### config.mk
export PLATFORM = sky130hd
export DESIGN_NAME = stepper_home_calibrator_core
export DESIGN_NICKNAME = d
export VERILOG_FILES = /design/src/hdl/stepcal_pkg.sv /design/src/hdl/stepcal_cfg.sv /design/src/hdl/stepcal_fsm.sv /design/src/hdl/stepper_home_calibrator_core.sv
export SDC_FILE = /design/constraint.sdc
export NUM_CORES = 1
export LEC_CHECK = 0
export BUFFER_PORTS_ARGS = -buffer_cell sky130_fd_sc_hd__buf_4
export CORE_ASPECT_RATIO = 2
export CORE_UTILIZATION = 50
export CTS_CLUSTER_SIZE = 8
export DETAILED_ROUTE_END_ITERATION = 8
export GPL_TIMING_DRIVEN = 0
export PLACE_DENSITY_LB_ADDON = 0.12
export SLEW_MARGIN = 30
export SYNTH_ARGS = -nofsm -noshare
export SYNTH_HDL_FRONTEND = slang
export SYNTH_HIERARCHICAL = 1
export SYNTH_SLANG_ARGS = --single-unit
### constraint.sdc
create_clock -name clk -period 4.3 [get_ports clk]
set_clock_uncertainty 0.05 [all_clocks]
set_input_delay 1.075 -clock clk [delete_from_list [all_inputs] [get_ports clk]]
set_output_delay 1.075 -clock clk [all_outputs]
set_load 0.01 [all_outputs]
### src/hdl/stepcal_pkg.sv
// ----------------------------------------------------------------------------
// stepcal_pkg
// types, codes and defaults shared by the stepper home calibrator
// ----------------------------------------------------------------------------
package stepcal_pkg;

	localparam int COUNT_BITS_DEF = 16;
	localparam int TIMER_BITS_DEF = 20;

	localparam int TIMEOUT_W = 20;
	localparam int PERIOD_W  = 8;
	localparam int OUT_W     = 16;
	localparam int CFG_IDX_W = 2;

	localparam logic [TIMEOUT_W-1:0] TIMEOUT_RST = TIMEOUT_W'(40 * 1000);
	localparam logic [PERIOD_W-1:0]  SETTLE_RST  = PERIOD_W'(100);
	localparam logic [PERIOD_W-1:0]  FAST_RST    = PERIOD_W'(1);
	localparam logic [PERIOD_W-1:0]  SLOW_RST    = PERIOD_W'(10);

	typedef enum logic [CFG_IDX_W-1:0] {
		CFG_TIMEOUT = 2'd0,
		CFG_SETTLE  = 2'd1,
		CFG_FAST    = 2'd2,
		CFG_SLOW    = 2'd3
	} cfg_idx_t;

	typedef enum logic [2:0] {
		PH_IDLE     = 3'd0,
		PH_SETTLE   = 3'd1,
		PH_ROTATE   = 3'd2,
		PH_GAP_OUT  = 3'd3,
		PH_GAP_BACK = 3'd4
	} phase_t;

	typedef enum logic [1:0] {
		STEP_NONE = 2'd0,
		STEP_CCW  = 2'd1,
		STEP_CW   = 2'd2
	} step_t;

	typedef struct packed {
		logic [TIMEOUT_W-1:0] timeout_ticks;
		logic [PERIOD_W-1:0]  settle_ticks;
		logic [PERIOD_W-1:0]  fast_period;
		logic [PERIOD_W-1:0]  slow_period;
	} cfg_t;

	typedef struct packed {
		logic [OUT_W-1:0]        home_gap;
		logic [OUT_W-1:0]        steps_per_rotation;
		logic                    success;
		logic                    done_res;
		logic                    busy_res;
		logic                    motor_power;
		step_t                   step_pulse;
	} res_t;

endpackage

### src/hdl/stepcal_cfg.sv
// ----------------------------------------------------------------------------
// stepcal_cfg
// configuration registers written through the register write channel
// ----------------------------------------------------------------------------
module stepcal_cfg (
	input  logic                               clk,
	input  logic                               arst_n,
	input  logic                               cfg_valid,
	output logic                               cfg_ready,
	input  logic [stepcal_pkg::CFG_IDX_W-1:0]  cfg_index,
	input  logic [stepcal_pkg::TIMEOUT_W-1:0]  cfg_data,
	output stepcal_pkg::cfg_t                  cfg
);

	stepcal_pkg::cfg_t cfg_q;

	assign cfg_ready = 1'b1;
	assign cfg       = cfg_q;

	always_ff @(posedge clk or negedge arst_n) begin
		if (!arst_n) begin
			cfg_q.timeout_ticks <= stepcal_pkg::TIMEOUT_RST;
			cfg_q.settle_ticks  <= stepcal_pkg::SETTLE_RST;
			cfg_q.fast_period   <= stepcal_pkg::FAST_RST;
			cfg_q.slow_period   <= stepcal_pkg::SLOW_RST;
		end else if (cfg_valid) begin
			case (stepcal_pkg::cfg_idx_t'(cfg_index))
				stepcal_pkg::CFG_TIMEOUT: cfg_q.timeout_ticks <= cfg_data;
				stepcal_pkg::CFG_SETTLE: begin
					cfg_q.settle_ticks <= cfg_data[stepcal_pkg::PERIOD_W-1:0];
				end
				stepcal_pkg::CFG_FAST: begin
					cfg_q.fast_period <= cfg_data[stepcal_pkg::PERIOD_W-1:0];
				end
				stepcal_pkg::CFG_SLOW: begin
					cfg_q.slow_period <= cfg_data[stepcal_pkg::PERIOD_W-1:0];
				end
				default: ;
			endcase
		end
	end

endmodule

### src/hdl/stepcal_fsm.sv
// ----------------------------------------------------------------------------
// stepcal_fsm
// homing sequence state, counters and per-tick result logic
// ----------------------------------------------------------------------------
module stepcal_fsm #(
	parameter int COUNT_BITS = stepcal_pkg::COUNT_BITS_DEF,
	parameter int TIMER_BITS = stepcal_pkg::TIMER_BITS_DEF
) (
	input  logic                clk,
	input  logic                arst_n,
	input  logic                tick,
	input  logic                cmd,
	input  logic                home,
	input  stepcal_pkg::cfg_t   cfg,
	output stepcal_pkg::res_t   res
);

	localparam int PW    = stepcal_pkg::PERIOD_W;
	localparam int CMP_W = (TIMER_BITS > stepcal_pkg::TIMEOUT_W) ?
		TIMER_BITS : stepcal_pkg::TIMEOUT_W;
	localparam int SAT_W = COUNT_BITS + 17;

	localparam logic [TIMER_BITS-1:0] TIMER_MAX = {TIMER_BITS{1'b1}};
	localparam logic [COUNT_BITS-1:0] COUNT_MAX = {COUNT_BITS{1'b1}};
	localparam logic signed [COUNT_BITS-1:0] GAP_MAX = {1'b0, {(COUNT_BITS-1){1'b1}}};
	localparam logic signed [COUNT_BITS-1:0] GAP_MIN = {1'b1, {(COUNT_BITS-1){1'b0}}};
	localparam logic [SAT_W-1:0] ROT_SAT = SAT_W'({stepcal_pkg::OUT_W{1'b1}});
	localparam logic signed [SAT_W-1:0] G_HI = SAT_W'(32'sd32767);
	localparam logic signed [SAT_W-1:0] G_LO = SAT_W'(-32'sd32768);

	stepcal_pkg::phase_t             phase_q, phase_d;
	logic                            prev_q, prev_d;
	logic                            first_q, first_d;
	logic [TIMER_BITS-1:0]           elapsed_q, elapsed_d;
	logic [PW-1:0]                   period_q, period_d;
	logic [COUNT_BITS-1:0]           steps_q, steps_d;
	logic signed [COUNT_BITS-1:0]    gap_q, gap_d;
	logic [COUNT_BITS-1:0]           rot_q, rot_d;
	logic signed [COUNT_BITS-1:0]    gres_q, gres_d;

	stepcal_pkg::step_t              step;
	logic                            done;
	logic                            ok;
	logic                            rise;
	logic                            fall;
	logic [SAT_W-1:0]                rot_w;
	logic signed [SAT_W-1:0]         gap_w;

	function automatic logic [PW-1:0] reload(input logic [PW-1:0] period);
		reload = (period == '0) ? '0 : period - 1'b1;
	endfunction

	assign rise = !prev_q && home;
	assign fall = prev_q && !home;

	always_comb begin
		phase_d   = phase_q;
		prev_d    = prev_q;
		first_d   = first_q;
		elapsed_d = elapsed_q;
		period_d  = period_q;
		steps_d   = steps_q;
		gap_d     = gap_q;
		rot_d     = rot_q;
		gres_d    = gres_q;
		step      = stepcal_pkg::STEP_NONE;
		done      = 1'b0;
		ok        = 1'b0;

		case (phase_q)
			stepcal_pkg::PH_IDLE: begin
				if (cmd) begin
					prev_d    = home;
					first_d   = 1'b0;
					steps_d   = '0;
					gap_d     = '0;
					phase_d   = stepcal_pkg::PH_SETTLE;
					elapsed_d = '0;
					period_d  = '0;
				end
			end
			stepcal_pkg::PH_SETTLE: begin
				if (period_q >= cfg.settle_ticks) begin
					phase_d   = stepcal_pkg::PH_ROTATE;
					elapsed_d = '0;
					period_d  = '0;
				end else begin
					period_d = period_q + 1'b1;
				end
			end
			default: begin
				if (CMP_W'(elapsed_q) >= CMP_W'(cfg.timeout_ticks)) begin
					done = 1'b1;
				end else begin
					if (elapsed_q != TIMER_MAX) elapsed_d = elapsed_q + 1'b1;
					if (period_q != '0) begin
						period_d = period_q - 1'b1;
					end else if (phase_q == stepcal_pkg::PH_ROTATE) begin
						period_d = reload(cfg.fast_period);
						if (rise && first_q) begin
							rot_d     = steps_q;
							gap_d     = '0;
							phase_d   = stepcal_pkg::PH_GAP_OUT;
							elapsed_d = '0;
							period_d  = '0;
						end else begin
							if (rise) begin
								first_d   = 1'b1;
								elapsed_d = '0;
							end
							prev_d = home;
							if (rise) begin
								steps_d = COUNT_BITS'(1);
							end else if (steps_q != COUNT_MAX) begin
								steps_d = steps_q + 1'b1;
							end
							step = stepcal_pkg::STEP_CCW;
						end
					end else if (phase_q == stepcal_pkg::PH_GAP_OUT) begin
						period_d = reload(cfg.slow_period);
						if (fall) begin
							phase_d   = stepcal_pkg::PH_GAP_BACK;
							elapsed_d = '0;
							period_d  = '0;
						end else begin
							if (gap_q != GAP_MAX) gap_d = gap_q + COUNT_BITS'(1);
							prev_d = home;
							step   = stepcal_pkg::STEP_CCW;
						end
					end else begin
						period_d = reload(cfg.slow_period);
						if (rise) begin
							gres_d = gap_q;
							done   = 1'b1;
							ok     = 1'b1;
						end else begin
							if (gap_q != GAP_MIN) gap_d = gap_q - COUNT_BITS'(1);
							prev_d = home;
							step   = stepcal_pkg::STEP_CW;
						end
					end
				end
			end
		endcase

		if (done) begin
			phase_d   = stepcal_pkg::PH_IDLE;
			elapsed_d = '0;
			period_d  = '0;
		end
	end

	always_ff @(posedge clk or negedge arst_n) begin
		if (!arst_n) begin
			phase_q   <= stepcal_pkg::PH_IDLE;
			prev_q    <= 1'b0;
			first_q   <= 1'b0;
			elapsed_q <= '0;
			period_q  <= '0;
			steps_q   <= '0;
			gap_q     <= '0;
			rot_q     <= '0;
			gres_q    <= '0;
		end else if (tick) begin
			phase_q   <= phase_d;
			prev_q    <= prev_d;
			first_q   <= first_d;
			elapsed_q <= elapsed_d;
			period_q  <= period_d;
			steps_q   <= steps_d;
			gap_q     <= gap_d;
			rot_q     <= rot_d;
			gres_q    <= gres_d;
		end
	end

	// saturate results into the 16 bit output fields
	assign rot_w = SAT_W'(rot_d);
	assign gap_w = SAT_W'(gres_d);

	always_comb begin
		res.step_pulse  = step;
		res.motor_power = (phase_d != stepcal_pkg::PH_IDLE);
		res.busy_res    = (phase_d != stepcal_pkg::PH_IDLE);
		res.done_res    = done;
		res.success     = ok;
		res.steps_per_rotation = (rot_w > ROT_SAT) ?
			{stepcal_pkg::OUT_W{1'b1}} : rot_w[stepcal_pkg::OUT_W-1:0];
		if (gap_w > G_HI) begin
			res.home_gap = G_HI[stepcal_pkg::OUT_W-1:0];
		end else if (gap_w < G_LO) begin
			res.home_gap = G_LO[stepcal_pkg::OUT_W-1:0];
		end else begin
			res.home_gap = gap_w[stepcal_pkg::OUT_W-1:0];
		end
	end

endmodule

### src/hdl/stepper_home_calibrator_core.sv
// ----------------------------------------------------------------------------
// stepper_home_calibrator_core
// stepper homing calibration, one timer tick in and one status item out
//
//   channel   direction   signals                             item
//   s_*       in          tvalid tready tdata tuser           one timer tick
//   m_*       out         tvalid tready tdata tlast           tick status
//   cfg_*     in          valid ready index data              register write
//
// one item per clock unless m_tready stalls: input register, one pass of sequence
// logic, result register; the result register frees when empty or m_tready is high
// the input register takes a new item when empty or when the result register frees
// reset clears the sequence to idle and loads register defaults
// cfg_ready is always high
// ----------------------------------------------------------------------------
module stepper_home_calibrator_core #(
	parameter int COUNT_BITS = stepcal_pkg::COUNT_BITS_DEF,
	parameter int TIMER_BITS = stepcal_pkg::TIMER_BITS_DEF
) (
	input  logic                               clk,
	input  logic                               arst_n,
	input  logic                               s_tvalid,
	output logic                               s_tready,
	input  logic [7:0]                         s_tdata,   // home_sensor
	input  logic                               s_tuser,   // cmd
	output logic                               m_tvalid,
	input  logic                               m_tready,
	// step_pulse, motor_power, busy_res, success, steps_per_rotation, home_gap
	output logic [39:0]                        m_tdata,
	output logic                               m_tlast,   // done_res
	input  logic                               cfg_valid,
	output logic                               cfg_ready,
	input  logic [stepcal_pkg::CFG_IDX_W-1:0]  cfg_index,
	input  logic [stepcal_pkg::TIMEOUT_W-1:0]  cfg_data
);

	stepcal_pkg::cfg_t  cfg;
	stepcal_pkg::res_t  res;
	stepcal_pkg::res_t  res_s2;
	logic               valid_s1;
	logic               cmd_s1;
	logic               home_s1;
	logic               valid_s2;
	logic               adv;
	logic               tick;

	assign adv      = !valid_s2 || m_tready;
	assign tick     = valid_s1 && adv;
	assign s_tready = !valid_s1 || adv;

	always_ff @(posedge clk or negedge arst_n) begin
		if (!arst_n) begin
			valid_s1 <= 1'b0;
			valid_s2 <= 1'b0;
		end else begin
			if (s_tready) valid_s1 <= s_tvalid;
			if (adv) valid_s2 <= valid_s1;
		end
	end

	always_ff @(posedge clk) begin
		if (s_tvalid && s_tready) begin
			cmd_s1  <= s_tuser;
			home_s1 <= s_tdata[0];
		end
		if (tick) res_s2 <= res;
	end

	stepcal_cfg u_cfg (
		.clk       (clk),
		.arst_n    (arst_n),
		.cfg_valid (cfg_valid),
		.cfg_ready (cfg_ready),
		.cfg_index (cfg_index),
		.cfg_data  (cfg_data),
		.cfg       (cfg)
	);

	stepcal_fsm #(
		.COUNT_BITS (COUNT_BITS),
		.TIMER_BITS (TIMER_BITS)
	) u_fsm (
		.clk    (clk),
		.arst_n (arst_n),
		.tick   (tick),
		.cmd    (cmd_s1),
		.home   (home_s1),
		.cfg    (cfg),
		.res    (res)
	);

	assign m_tvalid = valid_s2;
	assign m_tlast  = res_s2.done_res;
	assign m_tdata  = {3'b000, res_s2.home_gap, res_s2.steps_per_rotation,
		res_s2.success, res_s2.busy_res, res_s2.motor_power, res_s2.step_pulse};

endmodule

==> summary.txt, run 1 <==
Critical path
  – Worst Setup Start Kind: flip-flop
  – Crit end category: flip-flop
  – Crit Path Max Fanout: 10
  – Delay-heaviest family, CP: simple AND/OR/NAND/NOR gates
  – CP Class: flip-flop to flip-flop
  – Req. time, crit path: 4.46 ns
  – CP cell instances: inv_1 > ha_1 > or3b_1 > buf_2 > nor4_1 > clkbuf_1 > nand2_1 > mux2_2 > o221ai_1 > o211ai_1 > buf_4
  – Worst Path Buf+Inv: 4
  – Largest stage delay, worst path: 0.85 ns
  – Slowest stage cell, crit path: nor4_1
  – Crit path DAT: 4.24 ns

STA
  – Fin. Hold Viols: 0
  – Worst slew pin tran: 1.03 ns
  – Fin crit period: 4.08 ns
  – Fin. max-slew vios: 0
  – Final worst-path cycle share: 94.9%
  – Slew margin rel.: 30.5%
  – Final setup fails: 0
  – RSZ-0062 raised after global routing: false
  – Fmax: 0.245 GHz

Floorplan
  – I/O pins: 80
  – Die Ht: 204 um
  – Die area: 21,100 sq um
  – Core region area: 19,900 sq um
  – Starting density of the core: 51.3%
  – Num rows: 73
  – Die Wd: 103 um

Route
  – Initial DRC Count: 358
  – DRC violations left: 0
  – Via density: 5.76
  – Via count: 7,594
  – Post-DR wirelength/cell: 17.7 um
  – Post-Route WL: 23,300 um
  – Antenna Nets Post-Route: 0
  – Pre-Repair DR Iteration Count: 7

Placed design
  – DP HPWL: 17,300 um
  – Area after DPL: 11,100 sq um
  – GP Congestion: 0.921
  – Port buffer count: 68

Yosys
  – Post-synth EDFFs: 40
  – Yosys top cell area share: 32.3%
  – Mapped Area: 10,200 sq um
  – #FFs+latches synth: 183
  – Mapped Avg Cell Area: 10.8 sq um
  – Area contributors post-synth: dfrtp_1 32%, edfxtp_1 12%, mux2_2 10%
  – Warnings, synthesis: 6
  – Cells after synthesis: 946
  – FFs w/ async S/R, synth: 78.1%
  – Synth cell types: 76
  – Synth area leader: dfrtp_1
  – Seq/Total Area, Yosys: 46.9%
  – Primary FF master, synth: dfrtp_1

GRT
  – Largest net degree at the start of global routing: 79
  – Antenna violations before repair: 0
  – Total gr overflow: 0
  – Vias in the first global route: 7,774
  – Gr usage total: 24.3%
  – First-pass GRT wire length: 38,400 um

CTS
  – Resize count post-CTS: 0
  – Max clock buf depth: 2
  – TritonCTS buffer count: 17
  – CTS Hold Bufs: 0
  – CTS tree: built
  – Clk pin slew, worst setup/hold paths: 0.06 ns
  – Num Clock Sinks: 183
  – CTS Root Cell: clkbuf_16
  – Clock latency on the worst-skew pair: 0.46 ns
  – H-tree depth: 4

Final layout
  – Final nets: 1,130
  – Most common cell after layout, fill and taps aside: dfrtp_1
  – Fillers: 1,810
  – Layout Utilization: 58.9%
  – Area Growth Syn to Fin: 14.8%
  – Most frequent cells in the layout: 132 x dfrtp_1, 95 x mux2_2, 80 x buf_4
  – Post-route cell area: 11,700 sq um
  – Share of layout cells above drive strength 1: 24.0%
  – Ant diodes: 0

Power
  – PwrDens: 550 nW/um^2
  – Clock network fraction of design power: 23.7%
  – Combinational fraction of design power: 40.2%
  – Design Power: 6.46 mW
  – Peak supply drop: 0.000292 V
  – Leak: 5.24 nW
  – Switching Power: 2.50 mW
  – Switch share: 38.7%
  – Reg power frac: 36.1%
  – Total internal power: 3.96 mW

Status
  – Status: finished, final reports clean

Worst hold path
  – Worst min path class: flip-flop to flip-flop

Run
  – Max Cap Viol: 0
state kept, by name (all words and copies together) (netlist names), 3 cells and up:
register,count
u_fsm/rot_q,16
m_tdata,37
u_fsm/phase_q,3
u_fsm/period_q,8
u_fsm/elapsed_q,20
u_fsm/gres_q,16
u_fsm/steps_q,16
u_cfg/cfg,44
u_fsm/gap_q,16
routing by layer:
| layer | global-route usage [%] | vias up | part of all wire (%) |
|---|---|---|---|
| met2 | 45.1 | 172 | 56 |
| met1 | 25.1 | 3709 | 37 |
| met4 | 12.5 | 0 | 4.0 |
| li1 | - | 3665 | - |
| met5 | 0 | - | 0 |
| met3 | 4.27 | 48 | 2.6 |
worst paths after layout:
path / from / to / slack (ns) / cells past startpoint
min in group asynchronous: arst_n / u_fsm/rot_q[6] / 0.54 / 1
min: u_cfg/cfg[37] / u_cfg/cfg[37] / 0.45 / 1
max: u_fsm/period_q[0] / m_tdata[3] / 0.22 / 11
max in group asynchronous: arst_n / u_cfg/cfg[8] / 2.83 / 2
min reg2reg: u_cfg/cfg[37] / u_cfg/cfg[37] / 0.45 / 1
max reg2reg: u_fsm/period_q[0] / m_tdata[3] / 0.22 / 11
cell families after synthesis:
family / synth area share, %
buf+inv: 3.94
flops: 46.9
compound gates: 13.1
simple gates: 14.5
fa+ha+maj: 6.32
xor+xnor: 3.17
other cells: 0.0735
mux: 12.0
through the flow:
| step | hold WS (ns) | setup TNS [ns] | cells | setup slack, ns |
|---|---|---|---|---|
| 2_1_floorplan | 0.408 | 0 | 948 | 0.0536 |
| 3_3_place_gp | 0.431 | -43.42 | 1278 | -1.19 |
| 3_5_place_dp | 0.437 | 0 | 1280 | 0.227 |
| 4_1_cts | 0.452 | 0 | 1312 | 0.211 |
| 5_1_grt | 0.470 | 0 | 1318 | 0.195 |
| 6_report | 0.447 | 0 | 1318 | 0.220 |
synthesized netlist by cell type, types with 5 or more instances:
master,number
a211oi_1,6
o21ai_0,47
dfstp_2,11
nand2b_1,18
edfxtp_1,40
nor4_1,16
o211ai_1,7
nand2_1,72
nand3_1,21
mux2_4,10
a21oi_1,32
buf_4,7
or3_1,6
o41ai_1,9
o31ai_1,25
nor3_1,19
a21o_1,14
dfrtp_1,132
o21a_1,5
xnor2_1,23
clkbuf_1,21
xor2_1,14
o221ai_1,6
mux2_2,95
and2_1,10
nor2_1,60
ha_1,50
a31oi_1,7
and3_1,13
o22ai_1,5
nand4_1,16
inv_1,48
timing repair:
item,4_1_cts,5_1_grt
endpoints found under the setup margin,0,2
endpoints found under the hold margin,0,0
setup buffers,0,6
power groups by stage:
stage	Sequential (mW)	Clock, mW	Combinational (mW)
2_1_floorplan	2.28	0	1.89
3_3_place_gp	2.35	0	2.49
3_5_place_dp	2.36	0	2.55
4_1_cts	2.33	1.57	2.56
5_1_grt	2.37	1.62	2.89
6_report	2.33	1.53	2.60
layout make-up:
cell class                 instances  area, sq um  share of cell area, %
multi-input combinational        677         5030                   42.9
sequential                       183         4790                   40.9
timing repair buffer              76          611                   5.20
clock buffer                      19          433                   3.69
tap                              262          328                   2.79
buffer                            39          219                   1.87
inverter                          49          184                   1.57
clock inverter                    13          131                   1.12
No activity file was read; power rests on OpenSTA's default activity.
==> run 2, diff against run 1 <==
- CORE_UTILIZATION: 50 -> 40
==> run 2 against run 1 <==
  * Total power increased by 0.63%
  * Via count down 0.33%
  * Critical path depth fell by 3
  * First-iteration DRC count decreased by 19%
==> summary.txt, run 2 (synthesis gave the netlist of run 1 again) <==
Status
  – Status: finished, final reports clean

Critical path
  – Delay-heaviest family, CP: compound AO/OA/AOI/OAI gates
  – Worst Path Buf+Inv: 1
  – Crit end category: flip-flop
  – Worst Setup Start Kind: flip-flop
  – Largest stage delay, worst path: 0.80 ns
  – Worst R2R Start: u_fsm/phase_q[2]
  – CP cell instances: nor2_1 > nand2_1 > o21ai_1 > nor2_1 > a31oi_1 > nand2b_1 > buf_2 > o21ai_0
  – Crit Path Max Fanout: 10
  – Worst path depth: 8
  – Register-to-Register Path Depth: 8
  – Critical path origin: u_fsm/phase_q[2]
  – Crit path DAT: 4.20 ns
  – Req. time, crit path: 4.58 ns
  – Most Frequent Cell on Critical Path: nor2_1
  – Slowest stage cell, crit path: o21ai_1
  – CP Class: flip-flop to flip-flop

Floorplan
  – Die Wd: 115 um
  – Die area: 26,200 sq um
  – Starting density of the core: 40.8%
  – Num rows: 82
  – I/O pins: 80
  – Core region area: 25,000 sq um
  – Die Ht: 228 um

STA
  – Fin crit period: 3.93 ns
  – Final worst-path cycle share: 91.3%
  – Worst slew pin tran: 0.923 ns
  – Final setup fails: 0
  – Fin. max-slew vios: 0
  – Slew margin rel.: 38.1%
  – Fmax: 0.255 GHz
  – RSZ-0062 raised after global routing: false
  – Fin. Hold Viols: 0

GRT
  – Largest net degree at the start of global routing: 79
  – Vias in the first global route: 7,728
  – Total gr overflow: 0
  – Antenna violations before repair: 0
  – Gr usage total: 19.8%
  – First-pass GRT wire length: 39,800 um

Route
  – DRC violations left: 0
  – Via density: 5.45
  – Initial DRC Count: 289
  – Post-DR wirelength/cell: 17.6 um
  – Antenna Nets Post-Route: 0
  – Post-Route WL: 24,400 um
  – Via count: 7,569
  – Pre-Repair DR Iteration Count: 4

CTS
  – Resize count post-CTS: 0
  – Num Clock Sinks: 183
  – Clk pin slew, worst setup/hold paths: 0.07 ns
  – Post-CTS Setup Inserts: 0
  – Clock latency on the worst-skew pair: 0.45 ns
  – CTS tree: built
  – H-tree depth: 4
  – CTS Hold Bufs: 0
  – Max clock buf depth: 2
  – CTS Root Cell: clkbuf_16
  – TritonCTS buffer count: 17

Final layout
  – Final nets: 1,128
  – Most frequent cells in the layout: 132 x dfrtp_1, 95 x mux2_2, 78 x buf_4
  – Area Growth Syn to Fin: 15.7%
  – Ant diodes: 0
  – Share of layout cells above drive strength 1: 24.2%
  – Non-filler cells, final: 1,390
  – Layout Utilization: 47.2%
  – Most common cell after layout, fill and taps aside: dfrtp_1
  – Fillers: 2,436
  – Post-route cell area: 11,800 sq um
  – Largest register FFs: 44

Placed design
  – Area after DPL: 11,200 sq um
  – DP HPWL: 18,400 um
  – Port buffer count: 68
  – GP Congestion: 0.891
  – Placed cell count: 1,354

Worst hold path
  – Cells on Worst Hold Path: 1
  – HP Start: u_cfg/cfg[37]
  – Worst min path class: flip-flop to flip-flop

Power
  – Peak supply drop: 0.000260 V
  – Leak: 5.25 nW
  – PwrDens: 550 nW/um^2

Run
  – Max Cap Viol: 0
-- run 2: cell count changes in the layout (fill, tap and decap cells not counted), sizes merged --
cell and change:
inv +2, clkinvlp -1, clkinv +1, buf -2
clkbuf -2
-- run 2: metrics by stage --
step / setup slack, ns / TNS (ns) / total power, mW / hold slack (ns)
final: 0.375 / 0 / 6.50 / 0.445
after global routing: 0.104 / 0 / 6.94 / 0.467
after CTS: 0.167 / 0 / 6.55 / 0.449
after detailed placement: 0.202 / 0 / 4.95 / 0.433
after global placement: -1.29 / -49.39 / 4.91 / 0.431
after floorplan: 0.0536 / 0 / 4.17 / 0.408
-- run 2: per-layer routing --
metal,vias to the layer above,global-route usage [%],routed length (um)
li1,3668,-,-
met1,3731,20.1,9110
met2,130,38.2,14100
met3,40,2.95,531
met4,0,9.62,720
met5,-,0,0
-- run 2: power by group --
group | switching, mW | internal, mW
clock network | 0.710 | 0.857
logic | 1.55 | 1.05
registers | 0.280 | 2.05
-- run 2: worst paths after layout --
path,to,slack [ns]
max in group asynchronous,u_fsm/gres_q[8],2.93
max reg2reg,u_fsm/steps_q[2],0.37
min in group asynchronous,u_cfg/cfg[37],0.49
min,u_cfg/cfg[37],0.45
min reg2reg,u_cfg/cfg[37],0.45
max,u_fsm/steps_q[2],0.37
-- run 2: final cells by class --
| class | instances | area (sq um) | area share [%] |
|---|---|---|---|
| multi-input cells | 677 | 5030 | 42.6 |
| flip-flops and latches | 183 | 4790 | 40.5 |
| repair buffers | 74 | 596 | 5.04 |
| clock buffers | 17 | 425 | 3.60 |
| well taps | 336 | 420 | 3.56 |
| plain buffers | 39 | 219 | 1.85 |
| inverters | 49 | 184 | 1.56 |
| clock inverters | 15 | 153 | 1.29 |
